### config.mk
export PLATFORM = sky130hd
export DESIGN_NAME = stepper_uart_datagram_framer
export DESIGN_NICKNAME = d
export VERILOG_FILES = /design/src/rtl/core/suf_pkg.sv /design/src/rtl/core/suf_front.sv /design/src/rtl/core/suf_queue.sv /design/src/rtl/core/suf_back.sv /design/src/rtl/core/stepper_uart_datagram_framer.sv
export SDC_FILE = /design/constraint.sdc
export NUM_CORES = 1
export LEC_CHECK = 0
export ABC_AREA = 1
export BUFFER_PORTS_ARGS = -buffer_cell sky130_fd_sc_hd__buf_2
export CAP_MARGIN = 20
export CELL_PAD_IN_SITES_DETAIL_PLACEMENT = 1
export CELL_PAD_IN_SITES_GLOBAL_PLACEMENT = 1
export CORE_ASPECT_RATIO = 1.1
export CORE_MARGIN = 5
export CORE_UTILIZATION = 48
export DETAILED_ROUTE_END_ITERATION = 8
export GPL_TIMING_DRIVEN = 0
export PLACE_DENSITY_LB_ADDON = 0.3
export RECOVER_POWER = 50
export SETUP_SLACK_MARGIN = 0.4
export SYNTH_ARGS = -nofsm -noshare
export SYNTH_HDL_FRONTEND = slang
export SYNTH_SLANG_ARGS = --single-unit
### constraint.sdc
create_clock -name i_clk -period 5.4 [get_ports i_clk]
set_input_delay 0.27 -clock i_clk [delete_from_list [all_inputs] [get_ports i_clk]]
set_output_delay 0.27 -clock i_clk [all_outputs]
set_load 0.03 [all_outputs]
### src/rtl/core/suf_pkg.sv
// Shared types and constants of the stepper UART datagram framer.
// Used by the front end, the job queue, the back end and the top level.
package suf_pkg;

    localparam int MOTOR_COUNT = 8;

    localparam int QDEPTH = 2;
    localparam int QAW    = $clog2(QDEPTH);
    localparam int QCW    = $clog2(QDEPTH + 1);

    localparam logic [1:0] ACT_WRITE = 2'd0;
    localparam logic [1:0] ACT_READ  = 2'd1;
    localparam logic [1:0] ACT_REPLY = 2'd2;

    localparam logic [7:0] SYNC_BYTE  = 8'h05;
    localparam logic [7:0] WRITE_FLAG = 8'h80;
    localparam logic [7:0] CRC_POLY   = 8'h07;

    typedef enum logic [1:0] {
        K_WRITE,
        K_READ,
        K_ERROR,
        K_REPLY
    } t_kind;

    typedef struct packed {
        t_kind       kind;
        logic        port;
        logic [1:0]  addr;
        logic [7:0]  regaddr;
        logic [31:0] word;
    } t_job;

    typedef struct packed {
        logic valid;
        t_job job;
    } t_qslot;

endpackage

### src/rtl/core/suf_front.sv
// Front end: accepts input beats, checks requests and collects reply bytes.
// Pushes one job per result-producing beat into the queue; uses suf_pkg.
module suf_front (
    input  logic           i_clk,
    input  logic           i_rst_n,
    input  logic           i_valid,
    output logic           o_stall,
    input  logic [1:0]     i_action,
    input  logic [7:0]     i_motor_index,
    input  logic [7:0]     i_register_index,
    input  logic [31:0]    i_write_data,
    input  logic [7:0]     i_rx_byte,
    input  logic           i_full,
    output suf_pkg::t_qslot o_push
);
    import suf_pkg::*;

    logic        r_await;
    logic        n_await;
    logic [2:0]  r_count;
    logic [2:0]  n_count;
    logic [31:0] r_shift;
    logic [31:0] n_shift;
    logic        accept;
    logic        bad;

    assign o_stall = i_full;
    assign accept  = i_valid && !i_full;
    assign bad     = (i_motor_index >= 8'(MOTOR_COUNT)) || i_register_index[7];

    always_comb begin
        n_await            = r_await;
        n_count            = r_count;
        n_shift            = r_shift;
        o_push.valid       = 1'b0;
        o_push.job.kind    = K_ERROR;
        o_push.job.port    = i_motor_index[2];
        o_push.job.addr    = i_motor_index[1:0];
        o_push.job.regaddr = i_register_index;
        o_push.job.word    = i_write_data;
        case (i_action)
            ACT_WRITE, ACT_READ: begin
                if (accept) begin
                    o_push.valid = 1'b1;
                    if (!bad) begin
                        o_push.job.kind = (i_action == ACT_WRITE) ? K_WRITE : K_READ;
                        n_await         = (i_action == ACT_READ);
                        n_count         = '0;
                        n_shift         = '0;
                    end
                end
            end
            ACT_REPLY: begin
                if (accept && r_await) begin
                    if (r_count >= 3'd3 && r_count <= 3'd6) begin
                        n_shift = {r_shift[23:0], i_rx_byte};
                    end
                    if (r_count == 3'd7) begin
                        o_push.valid    = 1'b1;
                        o_push.job.kind = K_REPLY;
                        o_push.job.word = r_shift;
                        n_await         = 1'b0;
                        n_count         = '0;
                        n_shift         = '0;
                    end else begin
                        n_count = r_count + 3'd1;
                    end
                end
            end
            default: begin
            end
        endcase
    end

    always_ff @(posedge i_clk) begin
        if (!i_rst_n) begin
            r_await <= 1'b0;
            r_count <= '0;
            r_shift <= '0;
        end else begin
            r_await <= n_await;
            r_count <= n_count;
            r_shift <= n_shift;
        end
    end

endmodule

### src/rtl/core/suf_queue.sv
// Short job queue between the front end and the back end.
// Holds QDEPTH jobs in registers; uses suf_pkg.
module suf_queue (
    input  logic            i_clk,
    input  logic            i_rst_n,
    input  suf_pkg::t_qslot i_push,
    input  logic            i_pop,
    output logic            o_full,
    output suf_pkg::t_qslot o_head
);
    import suf_pkg::*;

    t_job           r_mem [QDEPTH];
    logic [QAW-1:0] r_wptr;
    logic [QAW-1:0] r_rptr;
    logic [QCW-1:0] r_count;
    logic           do_push;
    logic           do_pop;

    assign o_full       = (r_count == QCW'(QDEPTH));
    assign o_head.valid = (r_count != '0);
    assign o_head.job   = r_mem[r_rptr];
    assign do_push      = i_push.valid && !o_full;
    assign do_pop       = i_pop && o_head.valid;

    always_ff @(posedge i_clk) begin
        if (do_push) begin
            r_mem[r_wptr] <= i_push.job;
        end
    end

    always_ff @(posedge i_clk) begin
        if (!i_rst_n) begin
            r_wptr  <= '0;
            r_rptr  <= '0;
            r_count <= '0;
        end else begin
            if (do_push) begin
                r_wptr <= (r_wptr == QAW'(QDEPTH - 1)) ? '0 : r_wptr + QAW'(1);
            end
            if (do_pop) begin
                r_rptr <= (r_rptr == QAW'(QDEPTH - 1)) ? '0 : r_rptr + QAW'(1);
            end
            r_count <= r_count + QCW'(do_push) - QCW'(do_pop);
        end
    end

endmodule

### src/rtl/core/suf_back.sv
// Back end: turns the queue head into result beats, one byte per cycle while
// i_stall is low, with a running CRC-8 and an output register; uses suf_pkg.
module suf_back (
    input  logic            i_clk,
    input  logic            i_rst_n,
    input  suf_pkg::t_qslot i_head,
    output logic            o_pop,
    input  logic            i_stall,
    output logic            o_valid,
    output logic [7:0]      o_tx_byte,
    output logic            o_tx_valid,
    output logic            o_port_select,
    output logic            o_last_byte,
    output logic [31:0]     o_reply_word,
    output logic            o_reply_valid,
    output logic            o_request_error
);
    import suf_pkg::*;

    function automatic logic [7:0] crc8_step(input logic [7:0] crc_in,
                                             input logic [7:0] data);
        logic [7:0] crc;
        logic [7:0] cur;
        logic       top;
        crc = crc_in;
        cur = data;
        for (int b = 0; b < 8; b++) begin
            top = crc[7];
            crc = {crc[6:0], 1'b0};
            if (top ^ cur[0]) begin
                crc = crc ^ CRC_POLY;
            end
            cur = {1'b0, cur[7:1]};
        end
        return crc;
    endfunction

    logic        r_valid;
    logic [2:0]  r_idx;
    logic [7:0]  r_crc;
    logic [7:0]  r_tx_byte;
    logic        r_tx_valid;
    logic        r_port;
    logic        r_last;
    logic [31:0] r_word;
    logic        r_reply_valid;
    logic        r_error;

    t_job        job;
    logic        is_wr;
    logic        dgram;
    logic [2:0]  last_idx;
    logic [7:0]  crc_in;
    logic [7:0]  n_byte;
    logic        advance;
    logic        fire;
    logic        beat_last;

    assign job       = i_head.job;
    assign is_wr     = (job.kind == K_WRITE);
    assign dgram     = (job.kind == K_WRITE) || (job.kind == K_READ);
    assign last_idx  = is_wr ? 3'd7 : 3'd3;
    assign crc_in    = (r_idx == '0) ? 8'h00 : r_crc;
    assign advance   = !r_valid || !i_stall;
    assign fire      = advance && i_head.valid;
    assign beat_last = !dgram || (r_idx == last_idx);
    assign o_pop     = fire && beat_last;

    always_comb begin
        case (r_idx)
            3'd0:    n_byte = SYNC_BYTE;
            3'd1:    n_byte = {6'b0, job.addr};
            3'd2:    n_byte = is_wr ? (job.regaddr | WRITE_FLAG) : job.regaddr;
            3'd3:    n_byte = is_wr ? job.word[31:24] : crc_in;
            3'd4:    n_byte = job.word[23:16];
            3'd5:    n_byte = job.word[15:8];
            3'd6:    n_byte = job.word[7:0];
            default: n_byte = crc_in;
        endcase
    end

    always_ff @(posedge i_clk) begin
        if (!i_rst_n) begin
            r_valid <= 1'b0;
            r_idx   <= '0;
        end else begin
            if (advance) begin
                r_valid <= i_head.valid;
            end
            if (fire) begin
                r_idx         <= beat_last ? 3'd0 : r_idx + 3'd1;
                r_crc         <= crc8_step(crc_in, n_byte);
                r_tx_byte     <= dgram ? n_byte : 8'h00;
                r_tx_valid    <= dgram;
                r_port        <= dgram && job.port;
                r_last        <= beat_last;
                r_word        <= (job.kind == K_REPLY) ? job.word : 32'h0;
                r_reply_valid <= (job.kind == K_REPLY);
                r_error       <= (job.kind == K_ERROR);
            end
        end
    end

    assign o_valid         = r_valid;
    assign o_tx_byte       = r_tx_byte;
    assign o_tx_valid      = r_tx_valid;
    assign o_port_select   = r_port;
    assign o_last_byte     = r_last;
    assign o_reply_word    = r_word;
    assign o_reply_valid   = r_reply_valid;
    assign o_request_error = r_error;

    a_mid_datagram: assert property (@(posedge i_clk) disable iff (!i_rst_n)
        (r_idx != '0) |-> (i_head.valid && (job.kind == K_WRITE || job.kind == K_READ)))
        else $error("byte index advanced without a datagram at the queue head");

    a_read_length: assert property (@(posedge i_clk) disable iff (!i_rst_n)
        (r_idx > 3'd3) |-> (job.kind == K_WRITE))
        else $error("read datagram ran past its CRC byte");

    a_pop_last: assert property (@(posedge i_clk) disable iff (!i_rst_n)
        o_pop |=> (o_valid && o_last_byte))
        else $error("job retired without a final beat in the output register");

endmodule

### src/rtl/core/stepper_uart_datagram_framer.sv
// Top level of the stepper UART datagram framer.
// Connects suf_front, suf_queue and suf_back; uses suf_pkg.
//
// Each accepted beat passes through the front end combinationally; the back end
// sends one result beat per cycle unless the output stalls: eight for a write
// request, four for a read request, one for a rejected request or a completed
// eight-byte reply, none otherwise. A two-entry job queue lets new input beats
// in while a datagram is still going out; the input stalls only when that queue
// is full. An accepted job is written into the job queue, and its first result
// beat is then registered in the back-end output register.
module stepper_uart_datagram_framer (
    input  logic        i_clk,
    input  logic        i_rst_n,
    input  logic        i_valid,
    output logic        o_stall,
    input  logic [1:0]  i_action,
    input  logic [7:0]  i_motor_index,
    input  logic [7:0]  i_register_index,
    input  logic [31:0] i_write_data,
    input  logic [7:0]  i_rx_byte,
    output logic        o_valid,
    input  logic        i_stall,
    output logic [7:0]  o_tx_byte,
    output logic        o_tx_valid,
    output logic        o_port_select,
    output logic        o_last_byte,
    output logic [31:0] o_reply_word,
    output logic        o_reply_valid,
    output logic        o_request_error
);
    import suf_pkg::*;

    t_qslot push;
    t_qslot head;
    logic   full;
    logic   pop;

    suf_front u_front (
        .i_clk            (i_clk),
        .i_rst_n          (i_rst_n),
        .i_valid          (i_valid),
        .o_stall          (o_stall),
        .i_action         (i_action),
        .i_motor_index    (i_motor_index),
        .i_register_index (i_register_index),
        .i_write_data     (i_write_data),
        .i_rx_byte        (i_rx_byte),
        .i_full           (full),
        .o_push           (push)
    );

    suf_queue u_queue (
        .i_clk   (i_clk),
        .i_rst_n (i_rst_n),
        .i_push  (push),
        .i_pop   (pop),
        .o_full  (full),
        .o_head  (head)
    );

    suf_back u_back (
        .i_clk           (i_clk),
        .i_rst_n         (i_rst_n),
        .i_head          (head),
        .o_pop           (pop),
        .i_stall         (i_stall),
        .o_valid         (o_valid),
        .o_tx_byte       (o_tx_byte),
        .o_tx_valid      (o_tx_valid),
        .o_port_select   (o_port_select),
        .o_last_byte     (o_last_byte),
        .o_reply_word    (o_reply_word),
        .o_reply_valid   (o_reply_valid),
        .o_request_error (o_request_error)
    );

endmodule
==> results of run 1 <==
metal layers:
metal  track usage  up-vias
li1              -     3028
met1        0.3008     3116
met2        0.4490      186
met3       0.03586       33
met4       0.07813        0
met5             0        -
sequential cells by signal (all words and copies together) (netlist names), 2 cells and up, named ones only:
name / flops
u_queue.r_mem: 90
u_back.o_reply_word: 32
u_front.r_shift: 32
u_back.o_tx_byte: 8
u_back.r_crc: 8
u_back.r_idx: 3
u_front.r_count: 3
u_queue.r_count: 2
power by group:
part	internal, mW	switching [mW]
registers	1.87	0.0633
logic	0.556	1.50
clock network	0.605	0.594
total	3.03	2.16
worst max-delay path by stage:
stage | startpoint | end | slack, ns | cells past startpoint
final | flip-flop | u_back.r_crc[6] | 1.84 | 13
after global routing | flip-flop | u_back.r_crc[6] | 1.66 | 13
after CTS | u_back.r_idx[0] | u_back.r_crc[2] | 2.57 | 17
after detailed placement | u_back.r_idx[0] | u_back.r_crc[2] | 2.59 | 17
after global placement | u_queue.r_count[1] | u_queue.r_mem[1][5] | 0.69 | 9
after floorplan | u_queue.r_count[1] | u_queue.r_mem[1][0] | 1.84 | 9
placed cells by master, fill, tap and decap left out, types with 22 or more instances in the layout:
| cell | netlist | routed |
|---|---|---|
| a21oi_1 | 54 | 54 |
| mux2_1 | 0 | 22 |
| nor2_1 | 65 | 64 |
| dfxtp_1 | 45 | 45 |
| buf_2 | 8 | 58 |
| nand3_1 | 40 | 40 |
| edfxtp_1 | 143 | 143 |
| nand2_1 | 271 | 273 |
| inv_1 | 64 | 65 |
| clkbuf_1 | 10 | 70 |
metrics by stage:
step,cells,hold WS (ns)
after floorplan,833,0.3635
after global placement,1175,0.4330
after detailed placement,1178,0.4491
after CTS,1210,0.006546
after global routing,1210,0.002214
final,1210,0.01918
logic make-up (layout without fill, tap and decap cells):
| group | count (synthesis) | in the layout | share of synthesized area |
|---|---|---|---|
| and+or+nand+nor | 406 | 406 | 0.2014 |
| DFF | 188 | 188 | 0.6199 |
| buffers and inverters | 99 | 242 | 0.05285 |
| AOI/OAI and AO/OA | 90 | 90 | 0.05778 |
| muxes | 35 | 35 | 0.04658 |
| adders and majority gates | 11 | 11 | 0.01642 |
| xor gates and xnor gates | 4 | 4 | 0.005077 |
worst max-delay path, cell delays in order (launching register included):
cell and delay (ns):
dfxtp_1 0.32, clkbuf_1 0.42, clkinvlp_2 0.61, clkbuf_1 0.44, buf_6 0.27, o211ai_1 0.19
nand3_1 0.15, nor3_2 0.19, nand2_1 0.11, nand2_2 0.14, xor2_2 0.22, nand2_1 0.10
nand3_1 0.09, nand2_1 0.05
final cells by class:
class / instances / area [µm²]
Clock buffer: 17 / 425.4
Clock inverter: 14 / 131.4
Multi-Input combinational cell: 546 / 2744
Fill cell: 1982 / 7328
Timing Repair Buffer: 112 / 541.8
Sequential cell: 188 / 5195
Inverter: 72 / 271.5
Buffer: 27 / 148.9
Tap cell: 234 / 292.8
==> results.json, run 1 <==
{
  "syn_area_per_cell_um2": 10.06,
  "p_leak_nw": 3.916,
  "antenna_found_initial": 0,
  "worst-r2r-cell-count": 13,
  "core-area_um2": 17080,
  "placed_area_um2": 9296,
  "syn-num-nets": 906,
  "io_buffers": 108,
  "fp.dieW_um": 136.0,
  "powerDensity_nw_per_um2": 532.8,
  "critPathKind": "flip-flop to flip-flop",
  "place_congestion": 0.8415,
  "synth_seq_cells": 188,
  "fin_tns_setup_ns": 0,
  "drt_iter0_drc": 459,
  "synthTopCellsByArea": "edfxtp_1 51%, nand2_1 12%, dfxtp_1 11%, mux2_2 4.3%, a21oi_1 3.2%",
  "first_global_vias": 6704,
  "h-tree-depth": 4,
  "overflow": 0,
  "worstSetupEndpointType": "flip-flop",
  "drt_pass1_iterations": 5,
  "wl_met1_um": 10000,
  "worstHoldStart": "i_register_index[6]",
  "drive_gt1_frac": 0.1393,
  "rsz0062_at_grt": "false",
  "irDropWorstVdd_mv": 0.2606,
  "r2r_slack_ns": 1.84,
  "yosys.cell_count.top_type": "nand2_1",
  "min_delay_worst_endpoint": "u_queue.r_mem[1][38]",
  "maxSlewHeadroom": -0.3541,
  "whs_path_depth": 1,
  "via_per_inst": 5.259,
  "clock_latency_ns": 0.44,
  "min_path_type": "primary input to flip-flop",
  "synth_top_area_cell": "edfxtp_1",
  "status": "finished with violations",
  "hpwl_um": 17580,
  "vias": 6363,
  "ys_async_sr_fraction": 0,
  "cts_sinks": 188,
  "synth_common_cells": "271 x nand2_1, 143 x edfxtp_1, 65 x nor2_1, 64 x inv_1, 54 x a21oi_1",
  "nets": 1037,
  "start_util": 0.4907,
  "rows": 50,
  "die_height_um": 148.6,
  "highest_layer": "met4",
  "yosysSeqAreaShare": 0.6199,
  "cts-root-buf": "clkbuf_16",
  "post_cts_buffers": 0,
  "syn_to_final_growth_pct": 16.35,
  "pin_count": 109,
  "worst-slew-pin-transition_ns": 2.024,
  "drt-total-wl_um": 24230,
  "fin_skew_ns": 0.01190,
  "netlist_instances": 833,
  "cts.repair.resized": 0,
  "cts.path.max_buffers": 2,
  "start_kind": "flip-flop",
  "failed_checks": "capacitance limit, slew limit",
  "final.setup.worst_slack_ns": 1.837,
  "yosys.area.top_type_share": 0.5124,
  "grt_max_degree": 37,
  "drc_errors": 0,
  "netlist-cell-type-count": 38,
  "synth-warning-count": 0,
  "cts_tree": "yes",
  "synth_edf_count": 143,
  "drv_cap": 1,
  "synth_area_um2": 8381,
  "period_minus_slack_ns": 3.563,
  "n_antenna_cell": 0,
  "fmax_mhz": 280.7,
  "final_max_slew_viol_count": 18,
  "cp.arrival_ns": 3.76,
  "crit_fanout": 10,
  "synth_ff_type": "edfxtp_1",
  "power_mw": 5.195,
  "wl_per_cell_um": 20.03,
  "wl_met3_um": 1034,
  "wl_met2_um": 12750,
  "dieArea_um2": 20210,
  "critical_path_required_ns": 5.60,
  "setup_viol": 0,
  "final_util": 0.5709,
  "cts_buffers": 17,
  "grtUsageTotal": 0.2467,
  "regToRegEndpoint": "u_back.r_crc[6]",
  "dp_slack_ns": 2.587,
  "grt_pass1_wl_um": 37170,
  "ant_nets": 0,
  "postCtsHoldBufs": 1,
  "cts.clk_slew.worst_paths_ns": 0.07,
  "fin_crit_sh": 0.6598,
  "hold_viol": 0,
  "stdcell_area_um2": 9751
}
(Power assumes the default switching activity.)
==> inputs of run 2 (changes only) <==
--- a/config.mk
+++ b/config.mk
@@ -12,7 +12,7 @@
 export CELL_PAD_IN_SITES_GLOBAL_PLACEMENT = 1
 export CORE_ASPECT_RATIO = 1.1
 export CORE_MARGIN = 5
-export CORE_UTILIZATION = 48
+export CORE_UTILIZATION = 41
 export DETAILED_ROUTE_END_ITERATION = 8
 export GPL_TIMING_DRIVEN = 0
 export PLACE_DENSITY_LB_ADDON = 0.3
==> constraint.sdc (replaced) <==
create_clock -name i_clk -period 3.1 [get_ports i_clk]
set_input_delay 0.155 -clock i_clk [delete_from_list [all_inputs] [get_ports i_clk]]
set_output_delay 0.155 -clock i_clk [all_outputs]
set_load 0.03 [all_outputs]
==> results.json, run 2 (same netlist as run 1, synthesis figures left out) <==
{
  "status": "complete, no violations",
  "hold_viol": 0,
  "instances_no_fill": 1257,
  "drv_cap": 0,
  "power_mw": 9.193,
  "nFillCells": 2289,
  "n_antenna_cell": 0,
  "setup_viol": 0,
  "final_common_cell": "nand2_1",
  "final_util": 0.5054,
  "placed_area_um2": 9326,
  "rows": 54,
  "start_kind": "flip-flop",
  "layout_common_cells": "268 x nand2_1, 143 x edfxtp_1, 72 x clkbuf_1, 63 x inv_1, 62 x nor2_1",
  "largest_reg_flops": 90,
  "maxSlewHeadroom": 0.1991,
  "dp_slack_ns": 0.2767,
  "cts_sinks": 188,
  "worst-r2r-cell-count": 16,
  "vias": 6372,
  "irDropWorstVdd_mv": 0.4540,
  "min_path_type": "primary input to flip-flop",
  "critPathKind": "flip-flop to flip-flop",
  "place_inst": 1196,
  "rsz0062_at_grt": "true",
  "cts-root-buf": "clkbuf_16",
  "dieArea_um2": 23400,
  "final_max_slew_viol_count": 0,
  "h-tree-depth": 4,
  "fin_tns_setup_ns": 0,
  "grtUsageTotal": 0.1990,
  "worstHoldStart": "i_action[0]",
  "start_util": 0.4190,
  "endpoint": "u_back.r_crc[2]",
  "powerDensity_nw_per_um2": 909.4,
  "nets": 1065,
  "io_buffers": 108,
  "fin_crit_sh": 0.8964,
  "p_leak_nw": 4.043,
  "syn_to_final_growth_pct": 20.62,
  "cts_buffers": 17,
  "grt_max_degree": 37,
  "cts_tree": "yes",
  "first_global_vias": 6778,
  "final.setup.worst_slack_ns": 0.3213,
  "clock_latency_ns": 0.45,
  "cts.path.max_buffers": 2,
  "fin_skew_ns": 0.01661,
  "hpwl_um": 17290,
  "grt_pass1_wl_um": 36080,
  "core-area_um2": 20000,
  "critical_path_required_ns": 3.30,
  "drt_iter0_drc": 339,
  "die_height_um": 160.0,
  "place_congestion": 0.8237,
  "r2r_slack_ns": 0.32,
  "cts.clk_slew.worst_paths_ns": 0.07,
  "worst-slew-pin-transition_ns": 1.200,
  "regMostFlops": "u_queue.r_mem",
  "drt_pass1_iterations": 4,
  "ant_nets": 0,
  "fmax_mhz": 359.9,
  "pin_count": 109,
  "fp.dieW_um": 146.3,
  "antenna_found_initial": 0,
  "crit_fanout": 9,
  "period_minus_slack_ns": 2.779,
  "overflow": 0,
  "whs_ns": 0.01305,
  "drc_errors": 0,
  "drt-total-wl_um": 23710,
  "via_per_inst": 5.069,
  "regToRegEndpoint": "u_back.r_crc[2]",
  "drive_gt1_frac": 0.1493,
  "startpoint": "u_back.r_idx[0]",
  "whs_path_depth": 3,
  "wl_per_cell_um": 18.86,
  "cp.arrival_ns": 2.98,
  "r2r-start": "u_back.r_idx[0]",
  "stdcell_area_um2": 10110,
  "worstSetupEndpointType": "flip-flop"
}
==> run 2: cell count changes in the layout (fill, tap and decap cells not counted), moves of 3 or more <==
cell | before | now
buf_2 | 58 | 54
buf_4 | 3 | 7
buf_6 | 4 | 7
clkinv_4 | 4 | 0
dlygate4sd3_1 | 1 | 21
nand2_1 | 273 | 268
nand2_2 | 6 | 11
==> run 2: worst max-delay path, stage by stage, from the launching register on <==
cell	delay, ns
dfxtp_2	0.37
ha_2	0.20
ha_1	0.14
buf_4	0.16
nor2_1	0.06
nand2_2	0.15
clkinvlp_2	0.37
nor3_1	0.28
nand3b_1	0.16
nand2_1	0.13
nand2_1	0.06
nand2_1	0.12
nand3_1	0.10
nand2_1	0.09
inv_1	0.04
nand2_1	0.05
nand2_1	0.05
==> run 2: layout make-up <==
class                           count  area, µm²  share of cell area
Buffer                             27      167.7             0.01659
Clock buffer                       17      425.4             0.04208
Clock inverter                     15      143.9             0.01423
Sequential cell                   188       5197              0.5142
Timing Repair Buffer              138      802.0             0.07934
Inverter                           72      276.5             0.02735
Multi-Input combinational cell    548       2780              0.2750
Tap cell                          252      315.3             0.03119
==> run 2: worst min-delay path by stage <==
stage	endpoint	slack [ns]
after floorplan	u_queue.r_count[0]	0.25
after global placement	u_queue.r_mem[1][38]	0.34
after detailed placement	u_queue.r_mem[1][38]	0.35
after CTS	u_front.r_await	0.005
after global routing	u_queue.r_mem[0][6]	0.01
final	u_front.r_await	0.01
==> run 2: routing by layer <==
metal / global-route usage / share of wire
met2: 0.3618 / 0.53
met3: 0.02976 / 0.032
met4: 0.06715 / 0.016
met5: 0 / 0
met1: 0.2408 / 0.43
==> run 2: where the power goes <==
group          total [mW]  internal (mW)  leakage (nW)  switching [mW]
clock                2.14           1.07         0.280            1.07
combinational        3.68           1.04          2.08            2.64
sequential           3.37           3.26          1.68           0.107
total                9.19           5.38          4.04            3.82
==> run 2: repair_timing <==
item | in CTS | in global routing
gates resized for setup | 2 | 13
setup endpoints to repair | 4 | 76
buffers inserted | 0 | 6
hold endpoints to repair | 32 | 0
hold buffers | 21 | 0
pin swaps | 0 | 4
cloned | 0 | 2
==> inputs of run 3 (changes only) <==
--- a/config.mk
+++ b/config.mk
@@ -10,12 +10,12 @@
 export CAP_MARGIN = 20
 export CELL_PAD_IN_SITES_DETAIL_PLACEMENT = 1
 export CELL_PAD_IN_SITES_GLOBAL_PLACEMENT = 1
-export CORE_ASPECT_RATIO = 1.1
+export CORE_ASPECT_RATIO = 0.8
 export CORE_MARGIN = 5
 export CORE_UTILIZATION = 41
 export DETAILED_ROUTE_END_ITERATION = 8
 export GPL_TIMING_DRIVEN = 0
-export PLACE_DENSITY_LB_ADDON = 0.3
+export PLACE_DENSITY_LB_ADDON = 0.1
 export RECOVER_POWER = 50
 export SETUP_SLACK_MARGIN = 0.4
 export SYNTH_ARGS = -nofsm -noshare
==> results.json, run 3 (same netlist as run 1, synthesis figures left out) <==
{
  "regToRegEndpoint": "u_back.r_crc[5]",
  "max_stage_delay_ns": 0.61,
  "placed_area_um2": 9334,
  "die_height_um": 137.9,
  "fin_skew_ns": 0.01048,
  "cts.path.max_buffers": 2,
  "stdcell_area_um2": 10170,
  "grt_pass1_wl_um": 36540,
  "fp.dieW_um": 169.8,
  "io_buffers": 108,
  "drc_errors": 0,
  "highest_layer": "met4",
  "min_delay_worst_endpoint": "u_back.o_valid",
  "power_mw": 9.288,
  "cp.arrival_ns": 2.92,
  "worst-r2r-cell-count": 13,
  "r2r_slack_ns": 0.37,
  "drive_gt1_frac": 0.1564,
  "hpwl_um": 17720,
  "wl_met2_um": 11450,
  "first_global_vias": 6582,
  "whs_path_depth": 3,
  "power.switching_mw": 3.814,
  "via_per_inst": 5.013,
  "irDropWorstVdd_mv": 0.3768,
  "drv_cap": 0,
  "syn_to_final_growth_pct": 21.32,
  "p_int_mw": 5.474,
  "worst-slew-pin-transition_ns": 1.353,
  "overflow": 0,
  "cp_slowest_cell": "clkbuf_1",
  "clock_latency_ns": 0.44,
  "critPathKind": "flip-flop to flip-flop",
  "seqPwrFrac": 0.362,
  "final_util": 0.5091,
  "powerDensity_nw_per_um2": 913.5,
  "dieArea_um2": 23420,
  "hold_viol": 0,
  "layout_common_cells": "265 x nand2_1, 143 x edfxtp_1, 72 x clkbuf_1, 62 x inv_1, 62 x nor2_1",
  "start_kind": "flip-flop",
  "cp_num_buf_inv": 4,
  "n_antenna_cell": 0,
  "vias": 6387,
  "p_comb_frac": 0.404,
  "setup_viol": 0,
  "nFillCells": 2287,
  "h-tree-depth": 4,
  "worstHoldStart": "i_stall",
  "antenna_found_initial": 0,
  "grtUsageTotal": 0.2082,
  "cts_sinks": 188,
  "period_minus_slack_ns": 2.726,
  "start_util": 0.4196,
  "p_leak_nw": 4.091,
  "final_max_slew_viol_count": 0,
  "cp_common_cell": "nand2_1",
  "cts_buffers": 17,
  "min_path_type": "primary input to flip-flop",
  "grt_max_degree": 34,
  "final_common_cell": "nand2_1",
  "drt_iter0_drc": 399,
  "worstSetupEndpointType": "flip-flop",
  "maxSlewHeadroom": 0.09710,
  "cp_cell_sequence": "buf_6 -> inv_6 -> buf_6 -> clkbuf_1 -> o21ai_1 -> nor2_1 -> nor3_2 -> nand2_1 -> nand2_2 -> xnor2_1 -> nand2_1 -> nand3_1 -> nand2_1",
  "wl_per_cell_um": 19.06,
  "switching_share": 0.4106,
  "place_congestion": 0.7783,
  "nets": 1070,
  "cp_top_family": "buffers and inverters",
  "drt_pass1_iterations": 6,
  "core-area_um2": 19970,
  "pin_count": 109,
  "crit_fanout": 10,
  "wl_met3_um": 1164,
  "rsz0062_at_grt": "true",
  "wl_met1_um": 11470,
  "clock_power_share": 0.234,
  "cts_tree": "yes",
  "drt-total-wl_um": 24280,
  "rows": 46,
  "cts-root-buf": "clkbuf_16",
  "critical_path_required_ns": 3.30,
  "whs_ns": 0.005181,
  "regMostFlops": "u_queue.r_mem",
  "largest_reg_flops": 90,
  "status": "complete, no violations",
  "ant_nets": 0,
  "fin_crit_sh": 0.8794,
  "cts.clk_slew.worst_paths_ns": 0.07,
  "fmax_mhz": 366.8
}
## run 3: cell types whose count changed in the layout (fill, tap and decap cells not counted), sizes merged
| cell | previous run | this run |
|---|---|---|
| buf | 72 | 78 |
| inv | 80 | 78 |
| clkinvlp | 2 | 1 |
| nor2 | 69 | 68 |
| clkbuf | 89 | 93 |
| clkinv | 5 | 4 |
## run 3: worst max path at each step
stage                             from              endpoint  slack (ns)  cells past startpoint
floorplan           u_queue.r_count[1]   u_queue.r_mem[1][0]        0.31                      9
global placement    u_queue.r_count[1]  u_queue.r_mem[1][37]       -0.71                      9
detailed placement     u_back.r_idx[0]       u_back.r_crc[2]        0.27                     17
CTS                 u_queue.r_count[1]  u_queue.r_mem[1][19]        0.43                     10
global route           u_back.r_idx[2]       u_back.r_crc[2]        0.18                     19
finish                       flip-flop       u_back.r_crc[5]        0.37                     13
## run 3: worst reg2reg max path: cells and delay by family (launching register included)
family	cells	cell delay [ns]
xor+xnor	1	0.29
buf+inv	4	1.04
compound gates	1	0.19
simple gates	7	0.66
flops	1	0.31
## run 3: final cells by class
class	count	area, µm²	share of cell area
Clock inverter	11	95.09	0.009353
Sequential cell	188	5197	0.5112
Buffer	27	160.2	0.01575
Multi-Input combinational cell	547	2791	0.2745
Timing Repair Buffer	144	828.3	0.08147
Clock buffer	21	483.0	0.04750
Tap cell	264	330.3	0.03249
Inverter	72	281.5	0.02769
## run 3: power by group through the flow
stage / clock [mW] / combinational (mW) / sequential [mW]
floorplan: 0 / 2.21 / 3.72
global placement: 0 / 3.55 / 3.42
detailed placement: 0 / 3.67 / 3.41
CTS: 2.21 / 3.72 / 3.36
global route: 2.32 / 4.20 / 3.39
finish: 2.17 / 3.75 / 3.36
## run 3: timing repair
item / 4_1_cts / 5_1_grt
buffers inserted: 0 / 12
pin swaps: 0 / 4
resized for setup: 4 / 18
gates cloned: 0 / 1
endpoints found under the hold margin: 32 / 0
endpoints found under the setup margin: 5 / 42
hold buffers: 21 / 0
## run 3: stage by stage
step / setup TNS [ns] / std cells / setup slack (ns)
6_report: 0 / 1274 / 0.3738
2_1_floorplan: 0 / 833 / 0.3091
5_1_grt: 0 / 1274 / 0.1801
3_3_place_gp: -76.70 / 1205 / -0.7053
4_1_cts: 0 / 1261 / 0.4335
3_5_place_dp: 0 / 1208 / 0.2664
## run 3: per-layer routing
metal  vias to the layer above  global-route usage
li1                       3099                   -
met3                        14             0.03961
met5                         -                   0
met1                      3143              0.2859
met2                       131              0.3499
met4                         0             0.03979
